[src/jse_pkg.sv]
package jse_pkg;

  // Default longest UTF-8 sequence that is gathered and decoded
  localparam int MAX_SEQ_BYTES_DEF = 8;

  // Depth of the command queue between front and back
  localparam int Q_DEPTH = 4;

  // ASCII characters used by the escape forms
  localparam logic [6:0] CH_BSLASH = 7'h5c;
  localparam logic [6:0] CH_U      = 7'h75;

  // One code point to emit, as queued from front to back
  typedef struct packed {
    logic [31:0] code;
    logic        last;   // last code caused by its input request
    logic        done;   // last code of the whole string
  } cmd_t;

  typedef enum logic [1:0] {
    F_IDLE,
    F_FLUSH,
    F_PUSH
  } front_state_t;

  typedef enum logic [1:0] {
    M_LIT,
    M_SHORT,
    M_HEX
  } esc_mode_t;

  // Sequence length (2..6) of a lead byte 0xC0..0xFF
  function automatic logic [2:0] seq_len(input logic [7:0] b);
    logic [2:0] len;
    if (!b[5]) len = 3'd2;
    else if (!b[4]) len = 3'd3;
    else if (!b[3]) len = 3'd4;
    else if (!b[2]) len = 3'd5;
    else len = 3'd6;
    return len;
  endfunction

  // Payload bits kept from the lead byte
  function automatic logic [7:0] lead_mask(input logic [2:0] len);
    logic [7:0] m;
    case (len)
      3'd2:    m = 8'h1f;
      3'd3:    m = 8'h0f;
      3'd4:    m = 8'h07;
      default: m = 8'h03;
    endcase
    return m;
  endfunction

  // How a code point is written out
  function automatic esc_mode_t esc_mode(input logic [31:0] c);
    esc_mode_t m;
    if (c[31:7] != '0) begin
      m = M_HEX;
    end else begin
      case (c[6:0]) inside
        7'd9, 7'd10, 7'd12, 7'd13, 7'd34, 7'd47, 7'd92: m = M_SHORT;
        [7'd0:7'd31], 7'd38, 7'd39, [7'd60:7'd62], 7'd127: m = M_HEX;
        default: m = M_LIT;
      endcase
    end
    return m;
  endfunction

  // Second character of a two-character escape
  function automatic logic [6:0] short_char(input logic [6:0] c);
    logic [6:0] ch;
    case (c)
      7'd9:    ch = 7'h74;  // t
      7'd10:   ch = 7'h6e;  // n
      7'd12:   ch = 7'h66;  // f
      7'd13:   ch = 7'h72;  // r
      7'd34:   ch = 7'h22;  // "
      7'd47:   ch = 7'h2f;  // /
      default: ch = 7'h5c;  // backslash
    endcase
    return ch;
  endfunction

  // Lowercase hex digit
  function automatic logic [6:0] hex_char(input logic [3:0] n);
    logic [6:0] ch;
    if (n < 4'd10) ch = {3'b011, n};
    else ch = 7'h57 + {3'b000, n};
    return ch;
  endfunction

  // UTF-16 form: low half first unit, high half second unit (zero if none)
  function automatic logic [31:0] to_utf16(input logic [31:0] x);
    logic [31:0] w;
    logic [31:0] v;
    v = x - 32'h0001_0000;
    if (x <= 32'h0000_d7ff || (x >= 32'h0000_e000 && x <= 32'h0000_ffff)) begin
      w = x;
    end else if (x >= 32'h0001_0000 && x <= 32'h0010_ffff) begin
      w = {6'b110111, v[9:0], 6'b110110, v[19:10]};
    end else begin
      w = 32'h0000_fffd;
    end
    return w;
  endfunction

endpackage

[src/jse_front.sv]
module jse_front
  import jse_pkg::*;
#(
  parameter int MAX_SEQ_BYTES = MAX_SEQ_BYTES_DEF
) (
  input  logic       clk,
  input  logic       rst,
  input  logic [7:0] in_byte,
  input  logic       end_of_string,
  input  logic       push,
  output logic       full,
  output cmd_t       q_data,
  output logic       q_push,
  input  logic       q_full
);

  localparam int HELD_DEPTH = MAX_SEQ_BYTES - 1;
  localparam int CNT_W      = $clog2(MAX_SEQ_BYTES);
  localparam int HIDX_W     = $clog2(HELD_DEPTH);
  localparam logic [3:0] MAX_LEN = 4'(MAX_SEQ_BYTES);

  front_state_t state, state_next;
  logic [7:0]       lead_byte, lead_byte_next;
  logic [2:0]       needed, needed_next;
  logic [CNT_W-1:0] held_count, held_count_next;
  logic [31:0]      acc, acc_next;
  logic [7:0]       held_bytes [HELD_DEPTH];
  logic [7:0]       b_reg, b_reg_next;
  logic             eos_reg, eos_reg_next;
  logic             fresh_after, fresh_after_next;
  logic [CNT_W-1:0] flush_idx, flush_idx_next;
  logic [31:0]      code_reg, code_reg_next;

  logic             held_we;
  logic             cont;
  logic [31:0]      acc_shift;
  logic [CNT_W:0]   count_inc;
  logic             completes;
  logic             in_starts;
  logic             b_starts;
  logic [CNT_W-1:0] flush_m1;
  logic [7:0]       flush_byte;
  logic             flush_final;
  logic             flush_last;

  // Lead byte that opens a sequence short enough to gather
  function automatic logic fresh_start(input logic [7:0] b, input logic eos);
    return (b[7:6] == 2'b11) && !eos && ({1'b0, seq_len(b)} <= MAX_LEN);
  endfunction

  // Classification of the incoming and the held byte
  assign cont      = (in_byte[7:6] == 2'b10);
  assign acc_shift = {acc[25:0], in_byte[5:0]};
  assign count_inc = {1'b0, held_count} + (CNT_W + 1)'(1);
  assign completes = (4'(count_inc) >= {1'b0, needed});
  assign in_starts = fresh_start(in_byte, end_of_string);
  assign b_starts  = fresh_start(b_reg, eos_reg);

  // Flush walks the lead byte, then each held byte
  assign flush_m1    = flush_idx - CNT_W'(1);
  assign flush_byte  = (flush_idx == '0) ? lead_byte : held_bytes[flush_m1[HIDX_W-1:0]];
  assign flush_final = (flush_idx == held_count);
  assign flush_last  = flush_final && (!fresh_after || b_starts);

  always_comb begin
    state_next       = state;
    lead_byte_next   = lead_byte;
    needed_next      = needed;
    held_count_next  = held_count;
    acc_next         = acc;
    b_reg_next       = b_reg;
    eos_reg_next     = eos_reg;
    fresh_after_next = fresh_after;
    flush_idx_next   = flush_idx;
    code_reg_next    = code_reg;
    held_we          = 1'b0;
    q_push           = 1'b0;
    q_data           = '{code: code_reg, last: 1'b1, done: eos_reg};
    full             = (state != F_IDLE);

    case (state)
      F_IDLE: begin
        if (push) begin
          b_reg_next     = in_byte;
          eos_reg_next   = end_of_string;
          flush_idx_next = '0;
          if (needed != 3'd0 && cont) begin
            // continuation of the pending sequence
            acc_next = acc_shift;
            if (completes) begin
              code_reg_next   = acc_shift;
              state_next      = F_PUSH;
              lead_byte_next  = '0;
              needed_next     = '0;
              held_count_next = '0;
              acc_next        = '0;
            end else begin
              held_we         = 1'b1;
              held_count_next = count_inc[CNT_W-1:0];
              if (end_of_string) begin
                state_next       = F_FLUSH;
                fresh_after_next = 1'b0;
              end
            end
          end else if (needed != 3'd0) begin
            // broken sequence: flush, then handle this byte afresh
            state_next       = F_FLUSH;
            fresh_after_next = 1'b1;
          end else if (in_starts) begin
            lead_byte_next  = in_byte;
            needed_next     = seq_len(in_byte) - 3'd1;
            held_count_next = '0;
            acc_next        = {24'b0, in_byte & lead_mask(seq_len(in_byte))};
          end else begin
            code_reg_next = {24'b0, in_byte};
            state_next    = F_PUSH;
          end
        end
      end

      F_FLUSH: begin
        q_data = '{code: {24'b0, flush_byte}, last: flush_last,
                   done: flush_last && eos_reg};
        if (!q_full) begin
          q_push = 1'b1;
          if (flush_final) begin
            lead_byte_next  = '0;
            needed_next     = '0;
            held_count_next = '0;
            acc_next        = '0;
            if (fresh_after && b_starts) begin
              lead_byte_next = b_reg;
              needed_next    = seq_len(b_reg) - 3'd1;
              acc_next       = {24'b0, b_reg & lead_mask(seq_len(b_reg))};
              state_next     = F_IDLE;
            end else if (fresh_after) begin
              code_reg_next = {24'b0, b_reg};
              state_next    = F_PUSH;
            end else begin
              state_next = F_IDLE;
            end
          end else begin
            flush_idx_next = flush_idx + CNT_W'(1);
          end
        end
      end

      F_PUSH: begin
        if (!q_full) begin
          q_push     = 1'b1;
          state_next = F_IDLE;
        end
      end

      default: state_next = F_IDLE;
    endcase
  end

  // Control registers
  always_ff @(posedge clk) begin
    if (rst) begin
      state      <= F_IDLE;
      needed     <= '0;
      held_count <= '0;
      lead_byte  <= '0;
      acc        <= '0;
    end else begin
      state      <= state_next;
      needed     <= needed_next;
      held_count <= held_count_next;
      lead_byte  <= lead_byte_next;
      acc        <= acc_next;
    end
  end

  // Payload registers
  always_ff @(posedge clk) begin
    b_reg       <= b_reg_next;
    eos_reg     <= eos_reg_next;
    fresh_after <= fresh_after_next;
    flush_idx   <= flush_idx_next;
    code_reg    <= code_reg_next;
  end

  // Held continuation bytes
  always_ff @(posedge clk) begin
    if (held_we) begin
      held_bytes[held_count[HIDX_W-1:0]] <= in_byte;
    end
  end

`ifndef SYNTHESIS
  a_flush_in_range: assert property (@(posedge clk) disable iff (rst)
    state == F_FLUSH |-> flush_idx <= held_count)
    else $error("flush index past held bytes");

  a_held_below_needed: assert property (@(posedge clk) disable iff (rst)
    needed != 3'd0 |-> 4'(held_count) < {1'b0, needed})
    else $error("held count reached needed continuations");

  a_done_clears: assert property (@(posedge clk) disable iff (rst)
    q_push && q_data.done |=> needed == 3'd0 && state == F_IDLE)
    else $error("sequence still pending after end of string");
`endif

endmodule

[src/jse_fifo.sv]
module jse_fifo
  import jse_pkg::*;
(
  input  logic clk,
  input  logic rst,
  input  logic push,
  input  cmd_t wdata,
  output logic full,
  input  logic pop,
  output cmd_t rdata,
  output logic empty
);

  localparam int PTR_W = $clog2(Q_DEPTH);

  cmd_t           mem [Q_DEPTH];
  logic [PTR_W-1:0] wr_ptr;
  logic [PTR_W-1:0] rd_ptr;
  logic [PTR_W:0]   count;
  logic             do_push;
  logic             do_pop;

  assign full    = (count == (PTR_W + 1)'(Q_DEPTH));
  assign empty   = (count == '0);
  assign do_push = push && !full;
  assign do_pop  = pop && !empty;
  assign rdata   = mem[rd_ptr];

  // Pointers and fill count
  always_ff @(posedge clk) begin
    if (rst) begin
      wr_ptr <= '0;
      rd_ptr <= '0;
      count  <= '0;
    end else begin
      if (do_push) wr_ptr <= wr_ptr + PTR_W'(1);
      if (do_pop) rd_ptr <= rd_ptr + PTR_W'(1);
      if (do_push && !do_pop) count <= count + (PTR_W + 1)'(1);
      else if (do_pop && !do_push) count <= count - (PTR_W + 1)'(1);
    end
  end

  // Entry storage
  always_ff @(posedge clk) begin
    if (do_push) mem[wr_ptr] <= wdata;
  end

`ifndef SYNTHESIS
  a_count_bound: assert property (@(posedge clk) disable iff (rst)
    count <= (PTR_W + 1)'(Q_DEPTH))
    else $error("queue fill count overflow");
`endif

endmodule

[src/jse_back.sv]
module jse_back
  import jse_pkg::*;
(
  input  logic       clk,
  input  logic       rst,
  input  cmd_t       q_data,
  input  logic       q_empty,
  output logic       q_pop,
  output logic [6:0] out_byte,
  output logic       run_last,
  output logic       string_done,
  output logic       empty,
  input  logic       pop
);

  logic       active, active_next;
  esc_mode_t  mode, mode_next;
  logic [31:0] w, w_next;
  logic [2:0] sub, sub_next;
  logic       half, half_next;
  logic       last_r, last_r_next;
  logic       done_r, done_r_next;
  logic       out_valid, out_valid_next;
  logic [6:0] out_byte_next;
  logic       run_last_next;
  logic       string_done_next;

  logic [6:0]  ch;
  logic        fin;
  logic [15:0] unit;
  logic        advance;
  esc_mode_t   load_mode;

  assign empty     = !out_valid;
  assign load_mode = esc_mode(q_data.code);
  assign unit      = half ? w[31:16] : w[15:0];
  assign advance   = active && (!out_valid || pop);

  // Character at the current position of the escape form
  always_comb begin
    ch  = w[6:0];
    fin = 1'b1;
    case (mode)
      M_LIT: begin
        ch  = w[6:0];
        fin = 1'b1;
      end
      M_SHORT: begin
        ch  = (sub == 3'd0) ? CH_BSLASH : short_char(w[6:0]);
        fin = (sub == 3'd1);
      end
      M_HEX: begin
        case (sub)
          3'd0:    ch = CH_BSLASH;
          3'd1:    ch = CH_U;
          3'd2:    ch = hex_char(unit[15:12]);
          3'd3:    ch = hex_char(unit[11:8]);
          3'd4:    ch = hex_char(unit[7:4]);
          default: ch = hex_char(unit[3:0]);
        endcase
        fin = (sub == 3'd5) && (half || w[31:16] == '0);
      end
      default: begin
        ch  = w[6:0];
        fin = 1'b1;
      end
    endcase
  end

  // Load a command, then step through its characters
  always_comb begin
    active_next      = active;
    mode_next        = mode;
    w_next           = w;
    sub_next         = sub;
    half_next        = half;
    last_r_next      = last_r;
    done_r_next      = done_r;
    out_valid_next   = out_valid;
    out_byte_next    = out_byte;
    run_last_next    = run_last;
    string_done_next = string_done;
    q_pop            = 1'b0;

    if (!active && !q_empty) begin
      q_pop       = 1'b1;
      active_next = 1'b1;
      mode_next   = load_mode;
      w_next      = (load_mode == M_HEX) ? to_utf16(q_data.code) : q_data.code;
      sub_next    = '0;
      half_next   = 1'b0;
      last_r_next = q_data.last;
      done_r_next = q_data.done;
    end

    if (advance) begin
      out_valid_next   = 1'b1;
      out_byte_next    = ch;
      run_last_next    = fin && last_r;
      string_done_next = fin && last_r && done_r;
      if (fin) begin
        active_next = 1'b0;
      end else if (mode == M_HEX && sub == 3'd5) begin
        sub_next  = '0;
        half_next = 1'b1;
      end else begin
        sub_next = sub + 3'd1;
      end
    end else if (pop) begin
      out_valid_next = 1'b0;
    end
  end

  // Control registers
  always_ff @(posedge clk) begin
    if (rst) begin
      active    <= 1'b0;
      out_valid <= 1'b0;
    end else begin
      active    <= active_next;
      out_valid <= out_valid_next;
    end
  end

  // Payload registers
  always_ff @(posedge clk) begin
    mode        <= mode_next;
    w           <= w_next;
    sub         <= sub_next;
    half        <= half_next;
    last_r      <= last_r_next;
    done_r      <= done_r_next;
    out_byte    <= out_byte_next;
    run_last    <= run_last_next;
    string_done <= string_done_next;
  end

`ifndef SYNTHESIS
  a_done_is_last: assert property (@(posedge clk) disable iff (rst)
    out_valid && string_done |-> run_last)
    else $error("end of string not on last byte of its request");

  a_short_len: assert property (@(posedge clk) disable iff (rst)
    active && mode == M_SHORT |-> sub <= 3'd1)
    else $error("two-character escape ran long");
`endif

endmodule

[src/json_string_escaper.sv]
// Channel   Handshake          Payload
// input     push / full        in_byte[7:0], end_of_string
// output    pop / empty        out_byte[6:0], run_last, string_done
//
// The front accepts a byte that is written as itself, then queues it; the back
// loads a code point, then writes one output character per cycle while the
// output is popped (1, 2, 6 or 12 per code point), so they set sustained rate.
// Broken or cut-short sequences re-emit one byte per cycle unless the queue is full.
// Reset (rst, synchronous) clears control state; held bytes are not cleared.
// Either side may stall; the 4-entry code queue decouples front from back.
module json_string_escaper
  import jse_pkg::*;
#(
  parameter int MAX_SEQ_BYTES = MAX_SEQ_BYTES_DEF
) (
  input  logic       clk,
  input  logic       rst,
  input  logic [7:0] in_byte,
  input  logic       end_of_string,
  input  logic       push,
  output logic       full,
  output logic [6:0] out_byte,
  output logic       run_last,
  output logic       string_done,
  output logic       empty,
  input  logic       pop
);

  cmd_t f_data;
  logic f_push;
  logic f_full;
  cmd_t b_data;
  logic b_empty;
  logic b_pop;

  // Decoder and sequence tracker
  jse_front #(
    .MAX_SEQ_BYTES(MAX_SEQ_BYTES)
  ) u_front (
    .clk          (clk),
    .rst          (rst),
    .in_byte      (in_byte),
    .end_of_string(end_of_string),
    .push         (push),
    .full         (full),
    .q_data       (f_data),
    .q_push       (f_push),
    .q_full       (f_full)
  );

  // Code point queue
  jse_fifo u_fifo (
    .clk  (clk),
    .rst  (rst),
    .push (f_push),
    .wdata(f_data),
    .full (f_full),
    .pop  (b_pop),
    .rdata(b_data),
    .empty(b_empty)
  );

  // Escape writer
  jse_back u_back (
    .clk        (clk),
    .rst        (rst),
    .q_data     (b_data),
    .q_empty    (b_empty),
    .q_pop      (b_pop),
    .out_byte   (out_byte),
    .run_last   (run_last),
    .string_done(string_done),
    .empty      (empty),
    .pop        (pop)
  );

endmodule
[config.mk]
export PLATFORM = sky130hd
export DESIGN_NAME = json_string_escaper
export DESIGN_NICKNAME = d
export VERILOG_FILES = /design/src/jse_pkg.sv /design/src/jse_front.sv /design/src/jse_fifo.sv /design/src/jse_back.sv /design/src/json_string_escaper.sv
export SDC_FILE = /design/constraint.sdc
export NUM_CORES = 1
export LEC_CHECK = 0
export ABC_CLOCK_PERIOD_IN_PS = 6300
export BUFFER_PORTS_ARGS = -buffer_cell sky130_fd_sc_hd__buf_2
export CAP_MARGIN = 30
export CORE_MARGIN = 3
export CORE_UTILIZATION = 40
export DETAILED_ROUTE_END_ITERATION = 8
export GPL_ROUTABILITY_DRIVEN = 0
export HOLD_SLACK_MARGIN = 0.05
export PLACE_DENSITY = 0.59
export SLEW_MARGIN = 10
export SYNTH_ARGS = -nofsm -noshare
export SYNTH_HDL_FRONTEND = slang
export SYNTH_SLANG_ARGS = --single-unit
[constraint.sdc]
create_clock -name clk -period 6.3 [get_ports clk]
set_input_delay 1.26 -clock clk [delete_from_list [all_inputs] [get_ports clk]]
set_output_delay 1.26 -clock clk [all_outputs]
set_load 0.1 [all_outputs]
==> metrics.md, run 1 <==
| Metric | Value |
|---|---|
| Die ar. | 40200 µm² |
| Final Hold Fails | 0 |
| Net Sw Power | 3.06 mW |
| Reg with most FFs | u_fifo.mem |
| IO Port Bufs | 23 |
| Number of setup buffers added after CTS | 0 |
| Layout overhead on the synthesized area | 13.2% |
| Most common flop cell mapped by yosys | edfxtp_1 |
| Power Dens Cells | 504 nW/µm² |
| Syn_area_per_cell | 13.2 µm² |
| Final antenna-violating net count | 0 |
| Footprint of the multi-input gates | 5100 µm² |
| Setup WS pre-CTS | 2.33 ns |
| Die Height | 201 µm |
| CTS Hold Bufs | 0 |
| Worst-case headroom to the max-slew limit | 40.1% |
| Clk sink count | 339 |
| Worst setup margin | 2.35 ns |
| HP Class | flop to flop |
| DR iter-0 viols | 665 |
| Vias in the first global route | 8794 |
| Worst-skew pair later-pin latency | 0.56 ns |
| Clock Path Buffers | 3 |
| Switch share | 35.5% |
| Post-synth EDFFs | 282 |
| Worst-Margin Slew | 0.899 ns |
| # nets final | 1213 |
| Max Cap Viol | 0 |
| Count of cell types in the netlist | 77 |
| Avg WL per Cell | 17.9 µm |
| Grt total ovfl | 0 |
| Worst path arrival time | 4.24 ns |
| Pin count of the biggest net entering global routing | 52 |
| Mapped Area | 15100 µm² |
| CTS tree | built |
| Setup_tns | 0 ns |
| Critical Path Fanout Max | 26 |
| Dominant cell type by area after synthesis | edfxtp_1 |
| Initial Util | 40.9% |
| DRT Pass-1 Iters | 5 |
| First-pass GRT wire length | 48700 µm |
| FF/Latch Area | 9610 µm² |
| Depth of the CTS H-tree | 2 |
| Int Pwr | 5.57 mW |
| Synth Instances | 1145 |
| CTS root buf | clkbuf_16 |
| Max reg flops | 136 |
| Fin cells | 1701 |
| Max Slew Vio Count | 0 |
| WL final | 30400 µm |
| Tcrit/Tclk final | 62.7% |
| Final setup fails | 0 |
| Total CTS buffers | 38 |
| Ratio of cells with drive above 1 in the final layout | 13.6% |
| Antenna violations before repair | 0 |
| Num rows | 70 |
| Worst-path clk slew | 0.06 ns |
| Design area | 17100 µm² |
| Status | finished clean |
| Placed cell count | 1627 |
| # IOs | 24 |
| Sequential area share after synthesis | 63.5% |
| Die W | 201 µm |
| Vias | 9051 |
| Top post-synthesis cells by area | edfxtp_1 56%, dfxtp_1 7.5%, mux4_2 3.6% |
| Resized cells post-CTS | 0 |
| Filler Cells Inserted | 3329 |
| Comb power frac | 33.2% |
| Synth Register Bits | 339 |
| Placed cell area | 15800 µm² |
| Syn. warnings | 0 |
| Final HPWL DP | 20300 µm |
| RSZ-0062 raised after global routing | false |
| Clk pwr share | 26.5% |
| Async SR Flop Fraction | 0% |
| Maximum VDD drop | 261 µV |
| Critical Path RT | 6.59 ns |
| Startpoint Class | flop |
| Synth Net Count | 1191 |
| Fin crit period | 3.95 ns |
| Sequential Power Share | 40.3% |
| CP Capture Type | flop |
| Total track usage | 15.0% |
| Hold slack | 0.447 ns |
| Clk_skew | 0.0292 ns |
| Leakage power total | 5.82 nW |
| Share of the synthesized area in the top cell type | 56.0% |
| DR vias/cell | 5.32 |
| Antenna diodes | 0 |
| Critical path type | flop to flop |
| Residual DRC | 0 |
| Core ar. | 37000 µm² |
| Top achievable clock speed | 253 MHz |
==> area by class of cell <==
class                      count  area share (%)
timing repair buffer          48            1.94
tap                          504            3.68
inverter                      37           0.811
multi-input combinational    703            29.8
sequential                   339            56.1
clock inverter                27            1.96
clock buffer                  43            5.72
==> power by group through the flow <==
stage | clock [mW] | sequential [mW] | combinational (mW)
floorplan | 0 | 3.60 | 1.97
global placement | 0 | 3.52 | 2.82
detailed placement | 0 | 3.53 | 2.85
CTS | 2.35 | 3.49 | 2.86
global route | 2.43 | 3.54 | 3.17
finish | 2.29 | 3.48 | 2.87
==> worst paths after layout <==
kind | start | end | slack, ns | cells after the start
worst max register to register | flop | u_back.w[20] | 2.35 | 10
worst min register to register | u_front.acc[20] | u_front.acc[20] | 0.45 | 2
worst max-delay path | flop | u_back.w[20] | 2.35 | 10
worst min-delay path | u_front.acc[20] | u_front.acc[20] | 0.45 | 2
==> logic make-up (layout without fill, tap and decap cells) <==
logic type / after synthesis / count (layout) / synth area share (%)
AND/OR/NAND/NOR: 364 / 364 / 12.3
flip-flops: 339 / 339 / 63.5
AO/OA/AOI/OAI: 207 / 207 / 9.31
buffers and inverters: 103 / 155 / 2.98
multiplexers: 73 / 73 / 7.65
adder cells (fa/ha/maj): 33 / 33 / 2.78
XOR/XNOR: 25 / 25 / 1.45
other: 1 / 1 / 0.0248
==> Yosys cell counts, types with 5 or more instances <==
library cell,n
clkbuf_1,51
a21oi_1,67
and2_1,43
inv_1,36
nand4_1,8
nor2_1,67
o21ai_0,38
dfxtp_1,57
xnor2_1,11
nor3_1,26
nand3_1,39
mux4_1,7
o211ai_1,7
mux4_2,24
nand2b_1,10
xor2_1,14
nor4_1,27
a211oi_1,20
nor2b_1,33
a21o_1,6
nand2_1,83
ha_1,32
mux2_2,10
o21ba_1,9
a32oi_1,6
or2_2,5
mux2i_1,32
o21a_1,7
edfxtp_1,282
==> layout by cell type (no fill, tap or decap), drive strengths merged, types with 31 or more instances in the layout <==
master,instances
a21oi,67
and2,43
buf,48
clkbuf,43
dfxtp,57
edfxtp,282
ha,32
inv,41
mux2i,32
mux4,31
nand2,83
nand3,39
nor2,67
nor2b,33
o21ai,39
==> metrics by stage <==
step | power (mW) | utilization, %
global placement | 6.34 | 42.6
finish | 8.63 | 46.4
CTS | 8.70 | 46.2
global route | 9.14 | 46.4
detailed placement | 6.38 | 42.6
floorplan | 5.58 | -
==> worst max-delay path: stages (launching register included) <==
cell     delay [ns]
dfxtp_1        0.31
buf_4          0.40
mux4_1         0.73
inv_1          0.18
ha_1           0.23
or3b_2         0.51
nor2_1         0.12
o31a_1         0.14
a311o_1        0.71
nor3_4         0.12
and2_1         0.21
==> routing by layer <==
| layer | GRT usage, % | share of wire, % | vias up |
|---|---|---|---|
| met4 | 5.32 | 2.7 | 0 |
| met1 | 21.3 | 47 | 4438 |
| met2 | 23.5 | 46 | 183 |
| li1 | - | - | 4372 |
| met3 | 2.51 | 3.8 | 58 |
| met5 | 0 | 0 | - |
(Power assumes the default switching activity.)
==> run 2, diff against run 1 <==
ABC_CLOCK_PERIOD_IN_PS = 3900   (was 6300)
clock period = 3.9 ns   (was 6.3 ns; I/O delays follow)
==> run 2 against run 1 <==
Clock skew is essentially flat. Global-route usage grew 0.72 points. Non-clock buffer count grew 18. First-iteration DRC count shrank 8.1%. Final cell count grew 0.94%. Worst setup slack lost 2.1 ns. Clock-buffer cell count grew 2. Wire length grew 3.9%. Critical path depth is the same. Die area is the same. Critical path type unchanged.
==> metrics.md, run 2 (synthesized netlist as in run 1, its figures left out) <==
| Metric | Value |
|---|---|
| Status | finished clean |
| Worst setup margin | 0.294 ns |
| Layout overhead on the synthesized area | 13.5% |
| Worst path arrival time | 3.90 ns |
| Vias | 9141 |
| Hold path endpoint | u_front.acc[25] |
| Max Slew Vio Count | 0 |
| Total CTS buffers | 37 |
| Critical Path RT | 4.19 ns |
| Pin count of the biggest net entering global routing | 45 |
| Final core occ | 46.5% |
| Placed cell area | 15900 µm² |
| Final setup fails | 0 |
| DRT Pass-1 Iters | 5 |
| Power Dens Cells | 802 nW/µm² |
| Setup WS pre-CTS | 0.359 ns |
| Worst flop-to-flop path endpoint | u_back.w[10] |
| Antenna diodes | 0 |
| Flop2flop setup slack | 0.29 ns |
| Ratio of cells with drive above 1 in the final layout | 14.5% |
| Clk sink count | 339 |
| Critical path type | flop to flop |
| Cells on worst reg2reg path | 10 |
| Hold Startpoint | u_front.acc[25] |
| Critical Path Fanout Max | 19 |
| Setup_tns | 0 ns |
| Resized cells post-CTS | 0 |
| Slowest stage cell, crit path | a311o_1 |
| Initial Util | 40.9% |
| Fin cells | 1717 |
| Antenna violations before repair | 0 |
| Clock Path Buffers | 3 |
| DR iter-0 viols | 611 |
| Residual DRC | 0 |
| Die ar. | 40200 µm² |
| First-pass GRT wire length | 50900 µm |
| Avg WL per Cell | 18.4 µm |
| Final HPWL DP | 21300 µm |
| Footprint of the multi-input gates | 5100 µm² |
| Top achievable clock speed | 277 MHz |
| CTS root buf | clkbuf_16 |
| Worst hold path depth | 2 |
| Num rows | 70 |
| CP Capture Type | flop |
| Commonest non-fill, non-tap cell in the layout | edfxtp_1 |
| RSZ-0062 raised after global routing | false |
| Die W | 201 µm |
| Total track usage | 15.7% |
| Worst-path clk slew | 0.06 ns |
| Cell Chain, Critical Path | buf_12 -> mux4_2 -> inv_1 -> ha_1 -> nand4_1 -> nor4_1 -> nand4_1 -> a311o_1 -> nor3_4 -> o21ba_1 |
| Design area | 17200 µm² |
| Crit-path leading delay family | simple AND/OR/NAND/NOR gates |
| CTS tree | built |
| DR vias/cell | 5.32 |
| Max reg flops | 136 |
| Die Height | 201 µm |
| Vias in the first global route | 9081 |
| Worst-Margin Slew | 0.904 ns |
| Commonest cells after routing, fill and taps aside | 282 x edfxtp_1, 83 x nand2_1, 67 x nor2_1 |
| HP Class | flop to flop |
| Depth of the CTS H-tree | 2 |
| Startpoint Class | flop |
| Number of setup buffers added after CTS | 0 |
| Maximum VDD drop | 416 µV |
| Reg with most FFs | u_fifo.mem |
| Grt total ovfl | 0 |
| Final antenna-violating net count | 0 |
| IO Port Bufs | 23 |
| CTS Hold Bufs | 0 |
| # nets final | 1230 |
| Crit path buffers/inverters | 2 |
| Worst-case headroom to the max-slew limit | 39.6% |
| Core ar. | 37000 µm² |
| CP dominant cell by count | nand4_1 |
| # IOs | 24 |
| Fin crit period | 3.61 ns |
| Leakage power total | 5.86 nW |
| Worst path max stage delay | 0.66 ns |
| Final Hold Fails | 0 |
| Tcrit/Tclk final | 92.5% |
| FF/Latch Area | 9610 µm² |
| WL final | 31600 µm |
| Clk_skew | 0.0292 ns |
| Worst-skew pair later-pin latency | 0.56 ns |
| Max Cap Viol | 0 |
| Filler Cells Inserted | 3322 |
| Placed cell count | 1647 |
==> run 2: cell types whose count changed in the layout (fill, tap and decap cells not counted), sizes merged <==
cell	change
buf	+18
bufinv	-3
inv	-3
clkbuf	+2
clkinv	+1
clkinvlp	+1
==> run 2: worst register-to-register path, stage by stage, from the launching register on <==
cell and delay [ns]:
dfxtp_1 0.41, buf_12 0.21, mux4_2 0.57, inv_1 0.10
ha_1 0.14, nand4_1 0.12, nor4_1 0.39, nand4_1 0.14
a311o_1 0.66, nor3_4 0.41, o21ba_1 0.20
==> run 2: cell type report <==
class | count | share of cell area [%]
sequential | 339 | 55.9
clock inverter | 23 | 1.30
tap | 504 | 3.67
inverter | 37 | 0.808
multi-input combinational | 703 | 29.7
timing repair buffer | 66 | 2.74
clock buffer | 45 | 5.86
==> run 2: how the worst max path moves through the flow <==
stage | from | depth (start not counted) | to | slack [ns]
after global routing | flop | 10 | u_back.w[18] | 0.09
after global placement | flop | 10 | u_back.w[25] | 0.43
after floorplan | in_byte[6] | 7 | u_front.code_reg[0] | 0.30
after CTS | flop | 10 | u_back.w[18] | 0.34
final | flop | 10 | u_back.w[10] | 0.29
after detailed placement | flop | 10 | u_back.w[18] | 0.36
==> run 2: metrics by stage <==
stage	power (mW)	hold slack (ns)
2_1_floorplan	9.01	0.427
3_3_place_gp	10.3	0.440
3_5_place_dp	10.4	0.442
4_1_cts	13.9	0.449
5_1_grt	14.6	0.476
6_report	13.8	0.444
==> run 2: metal layers <==
layer	part of all wire (%)	up-vias	GRT usage [%]	wire, µm
li1	-	4404	-	-
met1	46	4486	21.9	14600
met2	47	198	25.3	14900
met3	4.1	53	2.48	1280
met4	2.4	0	5.35	767
met5	0	-	0	0
==> run 2: report_power, final <==
group          total, mW  internal, mW  switching (mW)
combinational       4.63          1.55            3.08
sequential          5.67          5.25           0.425
clock               3.48          2.06            1.43
total               13.8          8.85            4.93
